==> src/rtl/cdd_pkg.sv <==
// ----------------------------------------------------------------------------
// cdd_pkg
// Shared widths, limits, codes and calendar helpers of the day-difference core.
// ----------------------------------------------------------------------------
`default_nettype none

package cdd_pkg;

	localparam int YEAR_BITS_DEF = 14;
	localparam int DAY_W         = 5;
	localparam int MON_W         = 4;
	localparam int DIFF_W        = 23;

	// Stop stepping once the count passes the most negative result.
	localparam logic [DIFF_W-1:0] STEP_LIMIT = DIFF_W'(4194305);
	localparam logic [DIFF_W-1:0] SAT_CODE   = DIFF_W'(23'h400000);

	localparam int LEAP_CYCLE = 400;
	localparam int CENTURY    = 100;

	localparam logic [DAY_W-1:0] LAST_DAY_DEC = DAY_W'(31);
	localparam logic [MON_W-1:0] DECEMBER     = MON_W'(12);
	localparam logic [MON_W-1:0] FEBRUARY     = MON_W'(2);

	localparam logic [DAY_W-1:0] MONTH_LEN [0:12] = '{
		5'd0, 5'd31, 5'd28, 5'd31, 5'd30, 5'd31, 5'd30,
		5'd31, 5'd31, 5'd30, 5'd31, 5'd30, 5'd31
	};

	// Operation codes from the sequencer to the date unit.
	typedef enum logic [1:0] {
		OP_HOLD,
		OP_LOAD,
		OP_PREP,
		OP_STEP
	} cdd_op_t;

	// Status returned by the date unit.
	typedef struct packed {
		logic prep_done;
		logic earlier;
		logic underflow;
	} cdd_status_t;

	// Length of a month, zero for codes outside January..December.
	function automatic logic [DAY_W-1:0] days_in(input logic [MON_W-1:0] month,
		input logic leap);
		logic [DAY_W-1:0] len;
		len = '0;
		if (month == FEBRUARY) begin
			len = leap ? DAY_W'(29) : DAY_W'(28);
		end else if (month >= MON_W'(1) && month <= DECEMBER) begin
			len = MONTH_LEN[month];
		end
		return len;
	endfunction

endpackage

`default_nettype wire

==> src/rtl/cdd_req_if.sv <==
// ----------------------------------------------------------------------------
// cdd_req_if
// Request channel: two dates and the include-end flag, valid/ready handshake.
// ----------------------------------------------------------------------------
`default_nettype none

interface cdd_req_if #(
	parameter int YEAR_BITS = cdd_pkg::YEAR_BITS_DEF
) ();
	import cdd_pkg::*;

	logic                 valid;
	logic                 ready;
	logic [DAY_W-1:0]     first_day;
	logic [MON_W-1:0]     first_month;
	logic [YEAR_BITS-1:0] first_year;
	logic [DAY_W-1:0]     second_day;
	logic [MON_W-1:0]     second_month;
	logic [YEAR_BITS-1:0] second_year;
	logic                 include_end_day;

	modport source (
		output valid, first_day, first_month, first_year,
		       second_day, second_month, second_year, include_end_day,
		input  ready
	);

	modport sink (
		input  valid, first_day, first_month, first_year,
		       second_day, second_month, second_year, include_end_day,
		output ready
	);

endinterface

`default_nettype wire

==> src/rtl/cdd_res_if.sv <==
// ----------------------------------------------------------------------------
// cdd_res_if
// Result channel: signed day difference, valid/ready handshake.
// ----------------------------------------------------------------------------
`default_nettype none

interface cdd_res_if ();
	import cdd_pkg::*;

	logic                     valid;
	logic                     ready;
	logic signed [DIFF_W-1:0] day_difference;

	modport source (
		output valid, day_difference,
		input  ready
	);

	modport sink (
		input  valid, day_difference,
		output ready
	);

endinterface

`default_nettype wire

==> src/rtl/cdd_date_unit.sv <==
// ----------------------------------------------------------------------------
// cdd_date_unit
// Working date registers with one shared decrement/compare unit.
// ----------------------------------------------------------------------------
`default_nettype none

module cdd_date_unit #(
	parameter int YEAR_BITS = cdd_pkg::YEAR_BITS_DEF
) (
	input  wire logic                         clk,
	input  wire logic                         arst_n,
	input  wire cdd_pkg::cdd_op_t             op,
	input  wire logic [cdd_pkg::DAY_W-1:0]    first_day,
	input  wire logic [cdd_pkg::MON_W-1:0]    first_month,
	input  wire logic [YEAR_BITS-1:0]         first_year,
	input  wire logic [cdd_pkg::DAY_W-1:0]    second_day,
	input  wire logic [cdd_pkg::MON_W-1:0]    second_month,
	input  wire logic [YEAR_BITS-1:0]         second_year,
	output cdd_pkg::cdd_status_t              status
);
	import cdd_pkg::*;

	localparam logic [YEAR_BITS-1:0] CYCLE_Y = YEAR_BITS'(LEAP_CYCLE);
	localparam logic [YEAR_BITS-1:0] C1_Y    = YEAR_BITS'(CENTURY);
	localparam logic [YEAR_BITS-1:0] C2_Y    = YEAR_BITS'(2 * CENTURY);
	localparam logic [YEAR_BITS-1:0] C3_Y    = YEAR_BITS'(3 * CENTURY);
	localparam logic [YEAR_BITS-1:0] CYCLE_LAST = YEAR_BITS'(LEAP_CYCLE - 1);

	logic [DAY_W-1:0]     day_q, day_d;
	logic [MON_W-1:0]     mon_q, mon_d;
	logic [YEAR_BITS-1:0] year_q, year_d;
	logic [YEAR_BITS-1:0] yr400_q, yr400_d;  // year mod 400 once prep is done
	logic [DAY_W-1:0]     sday_q;
	logic [MON_W-1:0]     smon_q;
	logic [YEAR_BITS-1:0] syear_q;
	logic                 underflow_q, underflow_d;
	logic                 leap;

	// Year mod 400 gives both the mod-4 and the century test.
	assign leap = (yr400_q[1:0] == 2'b00) && (yr400_q != C1_Y) &&
		(yr400_q != C2_Y) && (yr400_q != C3_Y);

	always_comb begin
		day_d       = day_q;
		mon_d       = mon_q;
		year_d      = year_q;
		yr400_d     = yr400_q;
		underflow_d = underflow_q;
		case (op)
			OP_LOAD: begin
				day_d       = first_day;
				mon_d       = first_month;
				year_d      = first_year;
				yr400_d     = first_year;
				underflow_d = 1'b0;
			end
			OP_PREP: begin
				yr400_d = yr400_q - CYCLE_Y;
			end
			OP_STEP: begin
				if (day_q > DAY_W'(1)) begin
					day_d = day_q - DAY_W'(1);
				end else if (mon_q > MON_W'(1)) begin
					day_d = days_in(mon_q - MON_W'(1), leap);
					mon_d = mon_q - MON_W'(1);
				end else begin
					day_d = LAST_DAY_DEC;
					mon_d = DECEMBER;
					if (year_q == '0) begin
						underflow_d = 1'b1;
						year_d      = '1;
					end else begin
						year_d  = year_q - YEAR_BITS'(1);
						yr400_d = (yr400_q == '0) ? CYCLE_LAST : yr400_q - YEAR_BITS'(1);
					end
				end
			end
			default: begin
			end
		endcase
	end

	always_ff @(posedge clk or negedge arst_n) begin
		if (!arst_n) begin
			day_q       <= '0;
			mon_q       <= '0;
			year_q      <= '0;
			yr400_q     <= '0;
			sday_q      <= '0;
			smon_q      <= '0;
			syear_q     <= '0;
			underflow_q <= 1'b0;
		end else begin
			day_q       <= day_d;
			mon_q       <= mon_d;
			year_q      <= year_d;
			yr400_q     <= yr400_d;
			underflow_q <= underflow_d;
			if (op == OP_LOAD) begin
				sday_q  <= second_day;
				smon_q  <= second_month;
				syear_q <= second_year;
			end
		end
	end

	always_comb begin
		status.underflow = underflow_q;
		status.prep_done = (yr400_q < CYCLE_Y);
		if (year_q != syear_q) begin
			status.earlier = (year_q < syear_q);
		end else if (mon_q != smon_q) begin
			status.earlier = (mon_q < smon_q);
		end else begin
			status.earlier = (day_q < sday_q);
		end
	end

endmodule

`default_nettype wire

==> src/rtl/calendar_day_difference_core.sv <==
// ----------------------------------------------------------------------------
// calendar_day_difference_core
// Signed Gregorian day difference by stepping the first date back day by day.
// ----------------------------------------------------------------------------
//
//   channel | dir | beat payload
//   --------+-----+-------------------------------------------------------
//   req     | in  | first/second day, month, year; include_end_day
//   res     | out | day_difference (23-bit signed)
//
// One beat is loaded, its year is reduced mod 400 by repeated subtraction of
// 400, the step loop then steps the first date back one day at a time until it
// finishes, and the result is posted; the run time grows with the span, as set
// by the single-day decrement of the date unit.
// arst_n clears the sequencer, the working date, the step counter and the
// result valid.
// The next request beat is taken while a result still waits in the output
// register; a finished item holds in RUN only while that register is full.
// ----------------------------------------------------------------------------
`default_nettype none

module calendar_day_difference_core #(
	parameter int YEAR_BITS = cdd_pkg::YEAR_BITS_DEF
) (
	input  wire logic  clk,
	input  wire logic  arst_n,
	cdd_req_if.sink    req,
	cdd_res_if.source  res
);
	import cdd_pkg::*;

	typedef enum logic [1:0] {
		S_IDLE,
		S_PREP,
		S_RUN
	} state_t;

	state_t                   state_q;
	logic [DIFF_W-1:0]        cnt_q;
	logic                     incl_q;
	logic                     res_valid_q;
	logic signed [DIFF_W-1:0] res_data_q;

	cdd_op_t     op;
	cdd_status_t st;
	logic        accept;
	logic        finish;
	logic        out_free;
	logic        post;
	logic [DIFF_W-1:0] diff;

	assign req.ready          = (state_q == S_IDLE);
	assign accept             = req.valid && req.ready;
	assign res.valid          = res_valid_q;
	assign res.day_difference = res_data_q;

	// Stop on year underflow, on the saturation limit, or once strictly earlier.
	assign finish   = st.underflow || (cnt_q == STEP_LIMIT) || st.earlier;
	assign out_free = !res_valid_q || res.ready;
	assign post     = (state_q == S_RUN) && finish && out_free;
	assign diff     = (cnt_q == STEP_LIMIT) ? SAT_CODE :
		(DIFF_W'(!incl_q) - cnt_q);

	always_comb begin
		op = OP_HOLD;
		case (state_q)
			S_IDLE: begin
				if (accept) begin
					op = OP_LOAD;
				end
			end
			S_PREP: begin
				if (!st.prep_done) begin
					op = OP_PREP;
				end
			end
			S_RUN: begin
				if (!finish) begin
					op = OP_STEP;
				end
			end
			default: begin
				op = OP_HOLD;
			end
		endcase
	end

	cdd_date_unit #(
		.YEAR_BITS (YEAR_BITS)
	) u_date (
		.clk          (clk),
		.arst_n       (arst_n),
		.op           (op),
		.first_day    (req.first_day),
		.first_month  (req.first_month),
		.first_year   (req.first_year),
		.second_day   (req.second_day),
		.second_month (req.second_month),
		.second_year  (req.second_year),
		.status       (st)
	);

	always_ff @(posedge clk or negedge arst_n) begin
		if (!arst_n) begin
			state_q     <= S_IDLE;
			cnt_q       <= '0;
			incl_q      <= 1'b0;
			res_valid_q <= 1'b0;
			res_data_q  <= '0;
		end else begin
			// Post a finished result, else drop the held one once the sink takes it.
			if (post) begin
				res_valid_q <= 1'b1;
				res_data_q  <= $signed(diff);
			end else if (res_valid_q && res.ready) begin
				res_valid_q <= 1'b0;
			end
			case (state_q)
				S_IDLE: begin
					if (accept) begin
						cnt_q   <= '0;
						incl_q  <= req.include_end_day;
						state_q <= S_PREP;
					end
				end
				S_PREP: begin
					if (st.prep_done) begin
						state_q <= S_RUN;
					end
				end
				S_RUN: begin
					if (!finish) begin
						cnt_q <= cnt_q + DIFF_W'(1);
					end else if (out_free) begin
						// Result posted above; free the request side.
						state_q <= S_IDLE;
					end
				end
				default: begin
					state_q <= S_IDLE;
				end
			endcase
		end
	end

	a_cnt_bounded: assert property (@(posedge clk) disable iff (!arst_n)
		cnt_q <= STEP_LIMIT)
		else $error("step count passed the saturation limit");

	a_load_clears: assert property (@(posedge clk) disable iff (!arst_n)
		accept |=> (state_q == S_PREP) && (cnt_q == '0))
		else $error("accepted beat did not start a fresh count");

	a_done_posts: assert property (@(posedge clk) disable iff (!arst_n)
		(state_q == S_IDLE) && ($past(state_q) == S_RUN) |-> res_valid_q)
		else $error("finished item left no result");

	a_res_range: assert property (@(posedge clk) disable iff (!arst_n)
		res_valid_q |-> (res_data_q <= $signed(DIFF_W'(1))))
		else $error("result above one");

endmodule

`default_nettype wire
==> src/flat_wrapper.sv <==
// flat-port wrapper written by rule: the top's interface ports become plain ports
module calendar_day_difference_core_flat import cdd_pkg::*;
#(
	parameter int YEAR_BITS = cdd_pkg::YEAR_BITS_DEF
)
  (clk, arst_n, req_valid, req_first_day, req_first_month, req_first_year, req_second_day, req_second_month, req_second_year, req_include_end_day, req_ready, res_valid, res_day_difference, res_ready);
  cdd_req_if #(.YEAR_BITS(YEAR_BITS)) req_i ();
  cdd_res_if res_i ();
  input  wire logic clk;
  input  wire logic arst_n;
  input wire logic [$bits(req_i.valid)-1:0] req_valid;
  input wire logic [$bits(req_i.first_day)-1:0] req_first_day;
  input wire logic [$bits(req_i.first_month)-1:0] req_first_month;
  input wire logic [$bits(req_i.first_year)-1:0] req_first_year;
  input wire logic [$bits(req_i.second_day)-1:0] req_second_day;
  input wire logic [$bits(req_i.second_month)-1:0] req_second_month;
  input wire logic [$bits(req_i.second_year)-1:0] req_second_year;
  input wire logic [$bits(req_i.include_end_day)-1:0] req_include_end_day;
  output wire logic [$bits(req_i.ready)-1:0] req_ready;
  output wire logic [$bits(res_i.valid)-1:0] res_valid;
  output wire logic [$bits(res_i.day_difference)-1:0] res_day_difference;
  input wire logic [$bits(res_i.ready)-1:0] res_ready;
  assign req_i.valid = req_valid;
  assign req_i.first_day = req_first_day;
  assign req_i.first_month = req_first_month;
  assign req_i.first_year = req_first_year;
  assign req_i.second_day = req_second_day;
  assign req_i.second_month = req_second_month;
  assign req_i.second_year = req_second_year;
  assign req_i.include_end_day = req_include_end_day;
  assign req_ready = req_i.ready;
  assign res_valid = res_i.valid;
  assign res_day_difference = res_i.day_difference;
  assign res_i.ready = res_ready;
  calendar_day_difference_core #(.YEAR_BITS(YEAR_BITS)) u_core (.clk(clk), .arst_n(arst_n), .req(req_i), .res(res_i));
endmodule
==> config.mk <==
export PLATFORM = sky130hd
export DESIGN_NAME = calendar_day_difference_core_flat
export DESIGN_NICKNAME = d
export VERILOG_FILES = /design/src/rtl/cdd_pkg.sv /design/src/rtl/cdd_req_if.sv /design/src/rtl/cdd_res_if.sv /design/src/rtl/cdd_date_unit.sv /design/src/rtl/calendar_day_difference_core.sv /design/src/flat_wrapper.sv
export SDC_FILE = /design/constraint.sdc
export NUM_CORES = 1
export LEC_CHECK = 0
export BUFFER_PORTS_ARGS = -buffer_cell sky130_fd_sc_hd__buf_4
export CORE_MARGIN = 2
export CORE_UTILIZATION = 56
export CTS_BUF_LIST = sky130_fd_sc_hd__clkbuf_8
export DETAILED_ROUTE_END_ITERATION = 10
export HOLD_SLACK_MARGIN = 0.03
export PLACE_DENSITY = 0.77
export SKIP_LAST_GASP = 1
export SLEW_MARGIN = 0
export SYNTH_ARGS = -nofsm -noshare
export SYNTH_HDL_FRONTEND = slang
export SYNTH_SLANG_ARGS = --single-unit
export TNS_END_PERCENT = 5
==> constraint.sdc <==
create_clock -name clk -period 7.5 [get_ports clk]
set_clock_uncertainty 0.2 [all_clocks]
set_input_delay 1.125 -clock clk [delete_from_list [all_inputs] [get_ports clk]]
set_output_delay 1.125 -clock clk [all_outputs]
set_load 0.05 [all_outputs]
* Word-level counts from Yosys, hierarchy flattened *
Memories as Yosys holds them, arrays and structs flattened.
Cells that the tools add are included.

cells by class
  reduce and logical (&&, ||, !) cells = 28
  $lt $le $gt $ge = 9
  $add $sub $neg = 7
  mux-type cells = 41
  bitwise logic cells = 1
  equal/unequal tests = 21

operators with widths
  cell                   number
  $mux 14                7
  $mux 23                3
  $pmux 23 s2            1
  $pmux 14 s3            1
  $mux 5                 6
  $logic_not 14->1       2
  $pmux 14 s2            1
  $sub 14x1->14 const B  2
  $add 23x1->23 const B  1
  $eq 23x23->1 const B   1
  $sub 1x23->23          1
  $lt 14x14->1           1
  $lt 14x9->1 const B    1
  $ne 14x14->1           1
  $ne 14x7->1 const B    1
  $ne 14x8->1 const B    1
  $ne 14x9->1 const B    1
  $sub 14x9->14 const B  1
  $mux 2                 6
  $ne 2x2->1 const B     6
  $pmux 2 s3             2
  $reduce_and 4->1       3
  $pmux 5 s2             1
  $mux 1                 9
  other kinds (26)       47

word-level totals
  bits in read-only memories = 80
  memories = 1
  logic and storage cells = 121
  output and inout port bits = 25
  register bits = 111
  bits of input ports = 51

memories
  memory           words  width  rd ports  clocked after memory_dff  write ports  RTL line       source
  (no name shown)  16     5      1         0                         0            cdd_pkg.sv:53  len = MONTH_LEN[month];

* Logic depth before layout (Yosys ltp) *
Gate-level depths: netlist of run 1.

  word-level depth = 10
  gate-level depth with buffers = 12
  depth with buffers taken out = 10

* Hierarchy *
A second synthesis of run 1 with hierarchy kept.

second synthesis, totals
  cells, all modules = 823
  area total of the unflattened synthesis = 7219.4 µm²

modules (own cells, without submodules)
  module                        times used  cells an instance  area each (µm²)
  cdd_date_unit                 1           540                4466.8
  calendar_day_difference_core  1           283                2752.6

* Worst setup path before layout of run 1 *
Ideal clock, no wire load.

  kind = register to register
  start = reg u_core.u_date.mon_q[0]
  end = reg u_core.u_date.year_q[0]
  stages on the path, launching flop included = 11
  path buffers = 0
  setup time = 0.125 ns
  slack = 4.392 ns
  arrival time = 2.784 ns
  cell sequence = dfrtp_1 > inv_1 > ha_1 > and4b_1 > nand3_1 > a311oi_1 > nor4b_1 > nand2_1 > o21ai_1 > a21boi_2 > mux2_2

between the ends
  word-level cells in the longest chain between the ends = 9
  elaborated cells on any way between the ends = 15
  classes of those cells = order compare (2); eq/ne (5); mux (5); reduce/logical (3)

RTL lines
  element                                                           RTL line                                    source
  start, declared                                                   cdd_date_unit.sv:30                         logic [MON_W-1:0] mon_q, mon_d;
  start signal, assigned                                            cdd_date_unit.sv:95                         mon_q <= mon_d;
  $lt 4x4->1 / $ne 4x4->1 (equally long branches)                   cdd_date_unit.sv:113, cdd_date_unit.sv:112
  $mux 1                                                            cdd_date_unit.sv:112                        end else if (mon_q != smon_q) begin
  $mux 1                                                            cdd_date_unit.sv:110                        if (year_q != syear_q) begin
  $logic_or 1x1->1                                                  calendar_day_difference_core.sv:58          assign finish = st.underflow || (cnt_q == STEP_LIMIT) || st.earlier;
  $mux 2                                                            calendar_day_difference_core.sv:78          if (!finish) begin
  $pmux 2 s3                                                        calendar_day_difference_core.sv:66          case (state_q)
  $eq 2x2->1 / $eq 2x1->1 (equally long branches)                   cdd_date_unit.sv:49                         case (op)
  $ne 2x2->1 (no line) / $reduce_bool 2->1 (equally long branches)  --
  $reduce_and 3->1 (no line)                                        --
  end signal, assigned                                              cdd_date_unit.sv:96                         year_q <= year_d;
  end, declared                                                     cdd_date_unit.sv:31                         logic [YEAR_BITS-1:0] year_q, year_d;

Several ways; a longest one is shown, not always the timed one.
A chain may end at the register's enable or synchronous reset.

* Worst setup path after layout of run 1 *
  start = reg u_core.u_date.year_q[13]
  end = reg u_core.u_date.year_q[0]

between the ends
  word-level cells in the longest chain between the ends = 8
  elaborated cells on any way between the ends = 17
  classes of those cells = order compare (1); eq/ne (5); mux (7); reduce/logical (4)

RTL lines
  element                                                           RTL line
  $lt 14x14->1 / $ne 14x14->1 (equally long branches)               cdd_date_unit.sv:111, cdd_date_unit.sv:110
  $mux 1                                                            cdd_date_unit.sv:110
  $logic_or 1x1->1                                                  calendar_day_difference_core.sv:58
  $mux 2                                                            calendar_day_difference_core.sv:78
  $pmux 2 s3                                                        calendar_day_difference_core.sv:66
  $eq 2x2->1 / $eq 2x1->1 (equally long branches)                   cdd_date_unit.sv:49
  $ne 2x2->1 (no line) / $reduce_bool 2->1 (equally long branches)  --
  $reduce_and 3->1 (no line)                                        --

Several ways; a longest one is shown, not always the timed one. The select of a mux whose other input is x is not followed.

==> results of run 1 <==
[flip-flops by register name, summed over array words and instances, names as in the netlist]
signal                     flops
u_core.cnt_q                  23
u_core.incl_q                  1
u_core.res.day_difference     23
u_core.res.valid               1
u_core.state_q                 2
u_core.u_date.day_q            5
u_core.u_date.mon_q            4
u_core.u_date.sday_q           5
u_core.u_date.smon_q           4
u_core.u_date.syear_q         14
u_core.u_date.underflow_q      1
u_core.u_date.year_q          14
u_core.u_date.yr400_q         14
[cell usage after synthesis, drive strengths merged (2+ instances only)]
master	count	area share
a2111oi	2	0.0025
a211oi	2	0.0022
a21oi	40	0.029
a221o	5	0.0072
a221oi	2	0.0025
a22o	12	0.015
a22oi	2	0.0022
a311oi	2	0.0025
a31o	3	0.0038
a31oi	11	0.0099
a41o	2	0.0029
and2	4	0.0036
and3	4	0.0036
buf	14	0.014
clkbuf	34	0.018
dfrtp	111	0.40
ha	36	0.065
inv	45	0.024
mux2	3	0.0048
mux2i	2	0.0029
nand2	127	0.068
nand2b	6	0.0054
nand3	29	0.021
nand4	10	0.0090
nand4b	2	0.0025
nor2	70	0.038
nor2b	2	0.0018
nor3	23	0.016
nor3b	4	0.0043
nor4	9	0.0090
o211ai	10	0.011
o21a	6	0.0065
o21ai	72	0.052
o21bai	3	0.0032
o221ai	3	0.0038
o311ai	2	0.0025
o31ai	24	0.034
o41ai	2	0.0025
or2	4	0.0036
or3	13	0.012
or4	13	0.015
xnor2	15	0.019
xor2	23	0.029
[power breakdown]
part	total, mW	switching, mW	internal [mW]
clock network	0.386	0.214	0.172
logic	1.63	1.01	0.622
registers	1.06	0.228	0.830
total	3.07	1.45	1.62
[through the flow]
| step | setup slack (ps) | cells | util | power [mW] | hold WS (ps) |
|---|---|---|---|---|---|
| 2_1_floorplan | 4392 | 822 | - | 2.228 | 237.9 |
| 3_3_place_gp | 3850 | 1026 | 0.6280 | 2.610 | 264.9 |
| 3_5_place_dp | 3798 | 1026 | 0.6280 | 2.678 | 272.8 |
| 4_1_cts | 3784 | 1042 | 0.6451 | 3.067 | 295.1 |
| 5_1_grt | 3515 | 1042 | 0.6451 | 3.319 | 313.1 |
| 6_report | 3752 | 1042 | 0.6451 | 3.073 | 287.7 |
[cell type report]
cell class                      instances  area, um2
Inverter                               45      168.9
Fill cell                            1028       4298
Timing Repair Buffer                   84      630.6
Tap cell                              168      210.2
Sequential cell                       111       2778
Clock inverter                          5      56.30
Multi-Input combinational cell        618       3819
Clock buffer                           11      151.4
[worst max-delay path, stage by stage, from the launching register on]
cell      delay (ps)
dfrtp_1          440
ha_1             340
nand4_1          170
or4_1            580
a311oi_1         350
nor4b_1          140
nand2_1           90
buf_4            390
o21ai_1          120
buf_4            260
a21boi_2         240
mux2_2           310
[kinds of logic after synthesis]
group                    count (synthesis)
AND/OR/NAND/NOR                        324
multiplexers                             5
flip-flops                             111
AO/OA/AOI/OAI                          215
adder cells (fa/ha/maj)                 36
XOR/XNOR                                38
buffers and inverters                   93
[per-layer routing]
metal | share of wire | routed length (um)
met5 | 0 | 0
met4 | 0.028 | 476
met3 | 0.048 | 823
met2 | 0.50 | 8690
met1 | 0.42 | 7287
[path summary, 6_finish.rpt]
check,from,end,slack [ps],depth (start not counted)
max in group asynchronous,arst_n,u_core.u_date.syear_q[13],5280,2
setup / recovery,u_core.u_date.year_q[13],u_core.u_date.year_q[0],3750,11
min in group asynchronous,arst_n,u_core.cnt_q[11],540,1
hold / removal,u_core.res.day_difference[6],u_core.res.day_difference[6],290,2
hold reg to reg,u_core.res.day_difference[6],u_core.res.day_difference[6],290,2
setup reg to reg,u_core.u_date.year_q[13],u_core.u_date.year_q[0],3750,11
==> summary.txt, run 1 <==
share of cells above drive strength 1: 0.1499
Leakage: 3.487 nW
adder-cell share of the synthesized area: 0.06454
CTS clk-pin slew, worst paths: 100 ps
post-CTS sizing: 0
vias: 6,230
setup TNS: 0 ps
Yosys reg bits: 111
largest net degree at the start of global routing: 77
critical path class: flop to flop
vias in the first global route: 5,939
grt met3 use: 0.04655
GR peak layer: met2
max-cap violations: 0
initial core utilization: 0.5762
Clock Latency Late Sink: 400 ps
xor and xnor area share after synthesis: 0.04769
mux contribution to synthesized area: 0.007709
Longest Clk Path Bufs: 2
number of synthesized flops with an enable pin: 0
IO buf count: 75
outcome: completed
Peak Freq: 266.8 MHz
Final nets: 956
worst hold path type: flop to flop
maximum vdd drop: 0.1868 mV
RSZ-0062 raised after global routing: no
CTS sink cnt: 111
Crit Path Max Fanout: 45
yosys warns: 0
met2 Use GR: 0.4561
GPL Wtd Cong: 0.9229
die area: 0.01337 mm2
Mapped Nets: 909
Avg WL per Cell: 16.58 um
# IOs: 76
commonest non-fill, non-tap cell in the layout: nand2_1
GRT Util Overall: 0.2694
initial drt markers: 526
crit path time final: 3748 ps
Simple-Gate Fraction of Synth Area: 0.2184
Area growth syn-to-layout: 11.96%
Compound-Gate Fraction of Synth Area: 0.2076
Max-Slew Margin vs Limit: 0.4362
CP Capture Type: flop
Post-Syn Instances: 822
prevailing post-synth register cell: dfrtp_1
Num CTS Buffers: 9
initial antenna violation count: 0
Diodes inserted: 0
Post-DP HPWL: 12.46 mm
most frequent cells in the layout: nand2_1, dfrtp_1, buf_4
Die H: 115.6 um
Worst Tran Pin Value: 845.6 ps
synth unique cells: 67
Placed Area: 0.007606 mm2
H-tree depth: 3
main combinational cell family by area after synthesis: simple AND/OR/NAND/NOR gates
total grt overflow: 0
fin area: 0.007814 mm2
Via density: 5.979
grt met1 use: 0.3482
number of setup buffers added after CTS: 0
Worst EP required: 7590 ps
CTS tree: yes
final wirelength: 17.28 mm
post-synthesis cell area: 0.006979 mm2
Chip Width: 115.6 um
CTS Hold Bufs: 0
Final Cycle Share: 0.4997
Core Rows: 40
post-synthesis async set-or-reset flop share: 1.000
Pwr Density: 393.3 mW/mm2
first-pass GRT wire length: 28.61 mm
Final Hold Viols: 0
register area share after synthesis: 0.3980
drt pass-1 iters: 5
CP Launch Type: flop
mean area per synthesized cell: 8.491 um2
post-route ant nets: 0
CORE AREA: 0.01211 mm2
final max-slew violation count: 0
CP arrival: 3840 ps
Root Buffer Master: clkbuf_8
DRC viols: 0
Final setup violation count: 0
(Power assumes the default switching activity.)
==> inputs of run 2 (changes only) <==
clock period = 3.7 ns   (was 7.5 ns; I/O delays follow)
==> run 2 against run 1 <==
Critical path depth fell by 2. Final cell count rose by 0.86%. Global-route usage fell by 0.67 points. Highest routed layer unchanged. Clock power rose by 91%. Die area did not move. Routed wire length fell by 0.97%. Non-clock buffer count rose by 9. First-iteration DRC count fell by 24%.
==> summary.txt, run 2 (synthesis gave the netlist of run 1 again) <==
outcome: completed
most frequent cells in the layout: nand2_1, dfrtp_1, buf_4
initial antenna violation count: 0 (unchanged)
Worst Tran Pin Value: 817.6 ps (-28.08 ps)
CTS Hold Bufs: 0 (unchanged)
Area growth syn-to-layout: 13.03%
initial drt markers: 400 (-24%)
Max-Slew Margin vs Limit: 0.4538 (+0.01754)
Avg WL per Cell: 16.28 um (-1.8%)
final wirelength: 17.11 mm (-0.97%)
total grt overflow: 0 (unchanged)
grt met3 use: 0.04393 (-0.002615)
Die H: 115.6 um (unchanged)
CTS sink cnt: 111 (unchanged)
largest net degree at the start of global routing: 60 (-22%)
Diodes inserted: 0 (unchanged)
GRT Util Overall: 0.2627 (-0.006749)
CP arrival: 3590 ps (-250 ps)
GPL Wtd Cong: 0.8857 (-4.0%)
Chip Width: 115.6 um (unchanged)
drt pass-1 iters: 5 (unchanged)
Longest Clk Path Bufs: 2 (unchanged)
GR peak layer: met2
Post-Place Setup Slack: 191.1 ps (-3607 ps)
commonest non-fill, non-tap cell in the layout: nand2_1
Pwr Density: 784.1 mW/mm2 (+99%)
first-pass GRT wire length: 28.22 mm (-1.3%)
Num CTS Buffers: 9 (unchanged)
Core Rows: 40 (unchanged)
DRC viols: 0 (unchanged)
CP Launch Type: flop
vias: 6,268 (+0.61%)
initial core utilization: 0.5762 (unchanged)
crit path time final: 3507 ps (-240.9 ps)
vias in the first global route: 5,958 (+0.32%)
max-cap violations: 0 (unchanged)
Leakage: 3.540 nW (+1.5%)
placed cells: 1,035 (+0.88%)
Final nets: 965 (+0.94%)
H-tree depth: 3 (unchanged)
met2 Use GR: 0.4335 (-0.02261)
Clock Latency Late Sink: 380 ps (-20 ps)
Total Power: 6.185 mW (+100%)
final std cells w/o fill: 1,051 (+0.86%)
CORE AREA: 0.01211 mm2 (unchanged)
share of cells above drive strength 1: 0.1563 (+0.006400)
final max-slew violation count: 0 (unchanged)
Via density: 5.964 (-0.25%)
Peak Freq: 285.1 MHz (+6.9%)
die area: 0.01337 mm2 (unchanged)
worst hold path type: primary input to asynchronous set/reset pin
IO buf count: 75 (unchanged)
Final Hold Viols: 0 (unchanged)
post-route ant nets: 0 (unchanged)
RSZ-0062 raised after global routing: yes
CP Capture Type: flop
Final Util: 0.6513 (+0.006198)
CTS clk-pin slew, worst paths: 100 ps (about the same)
Worst EP required: 3780 ps (-3810 ps)
Final WS setup: 192.8 ps (-3559 ps)
Post-DP HPWL: 12.67 mm (+1.7%)
CTS tree: yes
Final setup violation count: 0 (unchanged)
critical path class: flop to flop
grt met1 use: 0.3466 (-0.001585)
Root Buffer Master: clkbuf_8
maximum vdd drop: 0.4089 mV (+120%)
Crit Path Max Fanout: 33 (-27%)
Final Cycle Share: 0.9479 (+0.4482)
# IOs: 76 (unchanged)
[run 2: worst max-delay path: stages, from the launching register on]
cell and delay, ps:
dfrtp_1 430, ha_1 340, nand4_1 170, or4_1 600, a311oi_1 370, nor4b_1 140, and2_2 400, buf_12 250
a221o_1 320, a22o_1 180
[run 2: stage by stage]
| step | TNS, ps | cell area (um2) | hold WS, ps |
|---|---|---|---|
| 2_1_floorplan | 0 | 6979 | 59.41 |
| 3_3_place_gp | 0 | 7699 | 253.8 |
| 3_5_place_dp | 0 | 7699 | 258.3 |
| 4_1_cts | 0 | 7889 | 48.60 |
| 5_1_grt | -2.069 | 7889 | 85.92 |
| 6_report | 0 | 7889 | 7.807 |
[run 2: layer usage]
layer	wire length, um	share of wire
met2	8421	0.49
met5	0	0
met4	438	0.026
met3	817	0.048
met1	7433	0.43
[run 2: path summary, 6_finish.rpt]
check | to | slack [ps] | startpoint | cells past startpoint
max in group asynchronous | u_core.u_date.syear_q[7] | 2430 | arst_n | 2
worst min-delay path | u_core.res.day_difference[4] | 8 | arst_n | 1
worst max register to register | u_core.u_date.yr400_q[10] | 190 | u_core.u_date.year_q[13] | 9
worst min register to register | u_core.u_date.sday_q[0] | 290 | u_core.u_date.sday_q[0] | 2
worst max-delay path | u_core.u_date.yr400_q[10] | 190 | u_core.u_date.year_q[13] | 9
min in group clk | u_core.u_date.sday_q[0] | 150 | req_second_day[0] | 3
[run 2: final cells by class]
class,count,area (um2)
clock buffers,10,137.6
clock inverters,6,52.55
fillers,1045,4223
inverters,45,168.9
multi-input cells,618,3819
flip-flops and latches,111,2778
well taps,168,210.2
repair buffers,93,723.2
[run 2: power breakdown]
| part | leakage, nW | total (mW) | internal (mW) | switching (mW) |
|---|---|---|---|---|
| combinational | 2.09 | 3.31 | 1.29 | 2.02 |
| clock | 0.108 | 0.739 | 0.324 | 0.415 |
| sequential | 1.34 | 2.14 | 1.68 | 0.457 |
| total | 3.54 | 6.19 | 3.30 | 2.89 |
[run 2: what timing repair did]
item | 4_1_cts | 5_1_grt
endpoints found under the setup margin | 0 | 2
endpoints found under the hold margin | 0 | 0
buffers inserted | 0 | 0
gates resized for setup | 0 | 1
==> inputs of run 3 (changes only) <==
CORE_UTILIZATION = 55   (was 56)
PLACE_DENSITY = 0.78   (was 0.77)
clock period = 3.05 ns   (was 3.7 ns; I/O delays follow)
==> run 3 against run 2 <==
Combinational power up 57%. Utilization is 6.6 points higher. Power is 39% higher. Largest power group unchanged.
==> summary.txt, run 3 (synthesis gave the netlist of run 1 again) <==
Max-Slew Margin vs Limit: 0.4831 (+0.02935)
WHS: 54.90 ps (+47.09 ps)
Diodes inserted: 0 (unchanged)
GRT Util Overall: 0.2912 (+0.02851)
critical path class: flop to flop
CP Launch Type: flop
Hold Path End: u_core.u_date.sday_q[0]
Final setup violation count: 0 (unchanged)
Longest Clk Path Bufs: 2 (unchanged)
hold path depth: 3
Post-DP HPWL: 14.56 mm (+15%)
CP cell instances: ha_4 > nand4_1 > or4_4 > a311oi_4 > nor4b_4 > and2_4 > buf_12 > a21boi_4 > mux2_4
Final Util: 0.7177 (+0.06637)
Peak Freq: 328.4 MHz (+15%)
initial antenna violation count: 0 (unchanged)
Clock Latency Late Sink: 390 ps (about the same)
CORE AREA: 0.01252 mm2 (+3.3%)
Die H: 116.6 um (+0.87%)
Avg WL per Cell: 17.04 um (+4.7%)
Final Hold Viols: 0 (unchanged)
FF-to-FF path depth: 9 (unchanged)
initial core utilization: 0.5576 (-0.01866)
final max-slew violation count: 0 (unchanged)
initial drt markers: 479 (+20%)
hold path start: req_second_day[0]
CP top delay family: simple AND/OR/NAND/NOR gates
CTS tree: yes
share of cells above drive strength 1: 0.2694 (+0.1131)
Pwr Density: 957.1 mW/mm2 (+22%)
worst reg2reg endpoint: u_core.u_date.year_q[1]
maximum vdd drop: 0.5361 mV (+31%)
GPL Wtd Cong: 0.8851 (about the same)
Core Rows: 41 (+2.5%)
Final nets: 1,073 (+11%)
fin area: 0.008984 mm2 (+14%)
max-cap violations: 0 (unchanged)
Worst EP required: 3130 ps (-650 ps)
max incr delay on CP: 580 ps (-20 ps)
CP Capture Type: flop
Buf+Inv Stages, Crit Path: 1 (unchanged)
Crit Reg-Reg Startpoint: u_core.u_date.year_q[3]
drt pass-1 iters: 5 (unchanged)
largest net degree at the start of global routing: 50 (-17%)
first-pass GRT wire length: 30.97 mm (+9.7%)
Final Cycle Share: 0.9983 (+0.05040)
vias in the first global route: 6,432 (+8.0%)
Crit Path Max Fanout: 10 (-70%)
R2R setup slack: 5 ps (-190 ps)
CTS clk-pin slew, worst paths: 100 ps (about the same)
IO buf count: 75 (unchanged)
Leakage: 4.137 nW (+17%)
final wirelength: 19.82 mm (+16%)
setup TNS: 0 ps (unchanged)
post-route ant nets: 0 (unchanged)
commonest non-fill, non-tap cell in the layout: buf_4
Via density: 5.872 (-1.5%)
H-tree depth: 3 (unchanged)
Root Buffer Master: clkbuf_8
worst hold path type: primary input to flop
Placed Area: 0.008417 mm2 (+9.3%)
outcome: completed
Crit-path slowest cell: or4_4
CTS sink cnt: 111 (unchanged)
most frequent cells in the layout: buf_4, nand2_1, dfrtp_1
RSZ-0062 raised after global routing: yes
CP arrival: 3130 ps (-460 ps)
die area: 0.01361 mm2 (+1.8%)
# IOs: 76 (unchanged)
crit path time final: 3045 ps (-462.4 ps)
Area growth syn-to-layout: 28.72%
vias: 6,829 (+9.0%)
DRC viols: 0 (unchanged)
Total Power: 8.599 mW (+39%)
total grt overflow: 0 (unchanged)
Chip Width: 116.6 um (+0.87%)
Worst Tran Pin Value: 767.2 ps (-50.36 ps)
Num CTS Buffers: 9 (unchanged)
-- run 3: routing by layer --
| layer | vias up | wire, um | global-route usage |
|---|---|---|---|
| li1 | 3242 | - | - |
| met1 | 3300 | 8131 | 0.3567 |
| met2 | 244 | 10250 | 0.5190 |
| met3 | 43 | 989 | 0.03840 |
| met4 | 0 | 449 | 0.1176 |
| met5 | - | 0 | 0 |
-- run 3: tightest hold or removal path: stages --
cell	delay, ps
buf_4	80
nand2_1	40
nand2_1	50
-- run 3: area by class of cell --
class | instances | area, um2
Timing Repair Buffer | 200 | 1615
Multi-Input combinational cell | 619 | 4000
Tap cell | 172 | 215.2
Fill cell | 990 | 3533
Inverter | 45 | 168.9
Clock buffer | 11 | 151.4
Sequential cell | 111 | 2778
Clock inverter | 5 | 55.05
-- run 3: metrics by stage --
step                worst slack, ps  instances
floorplan                    -19.99        822
global placement             -160.6       1131
detailed placement           -259.1       1131
CTS                          -34.23       1153
global route                 -93.36       1163
finish                        5.210       1163
-- run 3: how the worst max path moves through the flow --
stage | from | endpoint | slack (ps) | cells past startpoint
final | u_core.u_date.year_q[3] | u_core.u_date.year_q[1] | 5 | 9
after global routing | u_core.u_date.yr400_q[0] | u_core.u_date.yr400_q[11] | -90 | 9
after CTS | u_core.cnt_q[17] | u_core.res.day_difference[5] | -30 | 9
after detailed placement | u_core.u_date.year_q[13] | u_core.u_date.year_q[1] | -260 | 10
after global placement | u_core.u_date.year_q[13] | u_core.u_date.year_q[0] | -160 | 10
after floorplan | u_core.u_date.year_q[13] | u_core.u_date.yr400_q[2] | -20 | 10
-- run 3: power breakdown --
group,internal (mW),total [mW],switching [mW]
registers,2.04,2.45,0.409
clock network,0.424,0.942,0.518
logic,2.23,5.21,2.98
total,4.69,8.60,3.91
-- run 3: timing repair --
item | CTS | global route
cloned | 2 | 1
endpoints found under the hold margin | 46 | 0
pin swaps | 7 | 9
resized for setup | 15 | 23
hold buffers | 1 | 0
buffers inserted | 4 | 9
endpoints found under the setup margin | 69 | 70
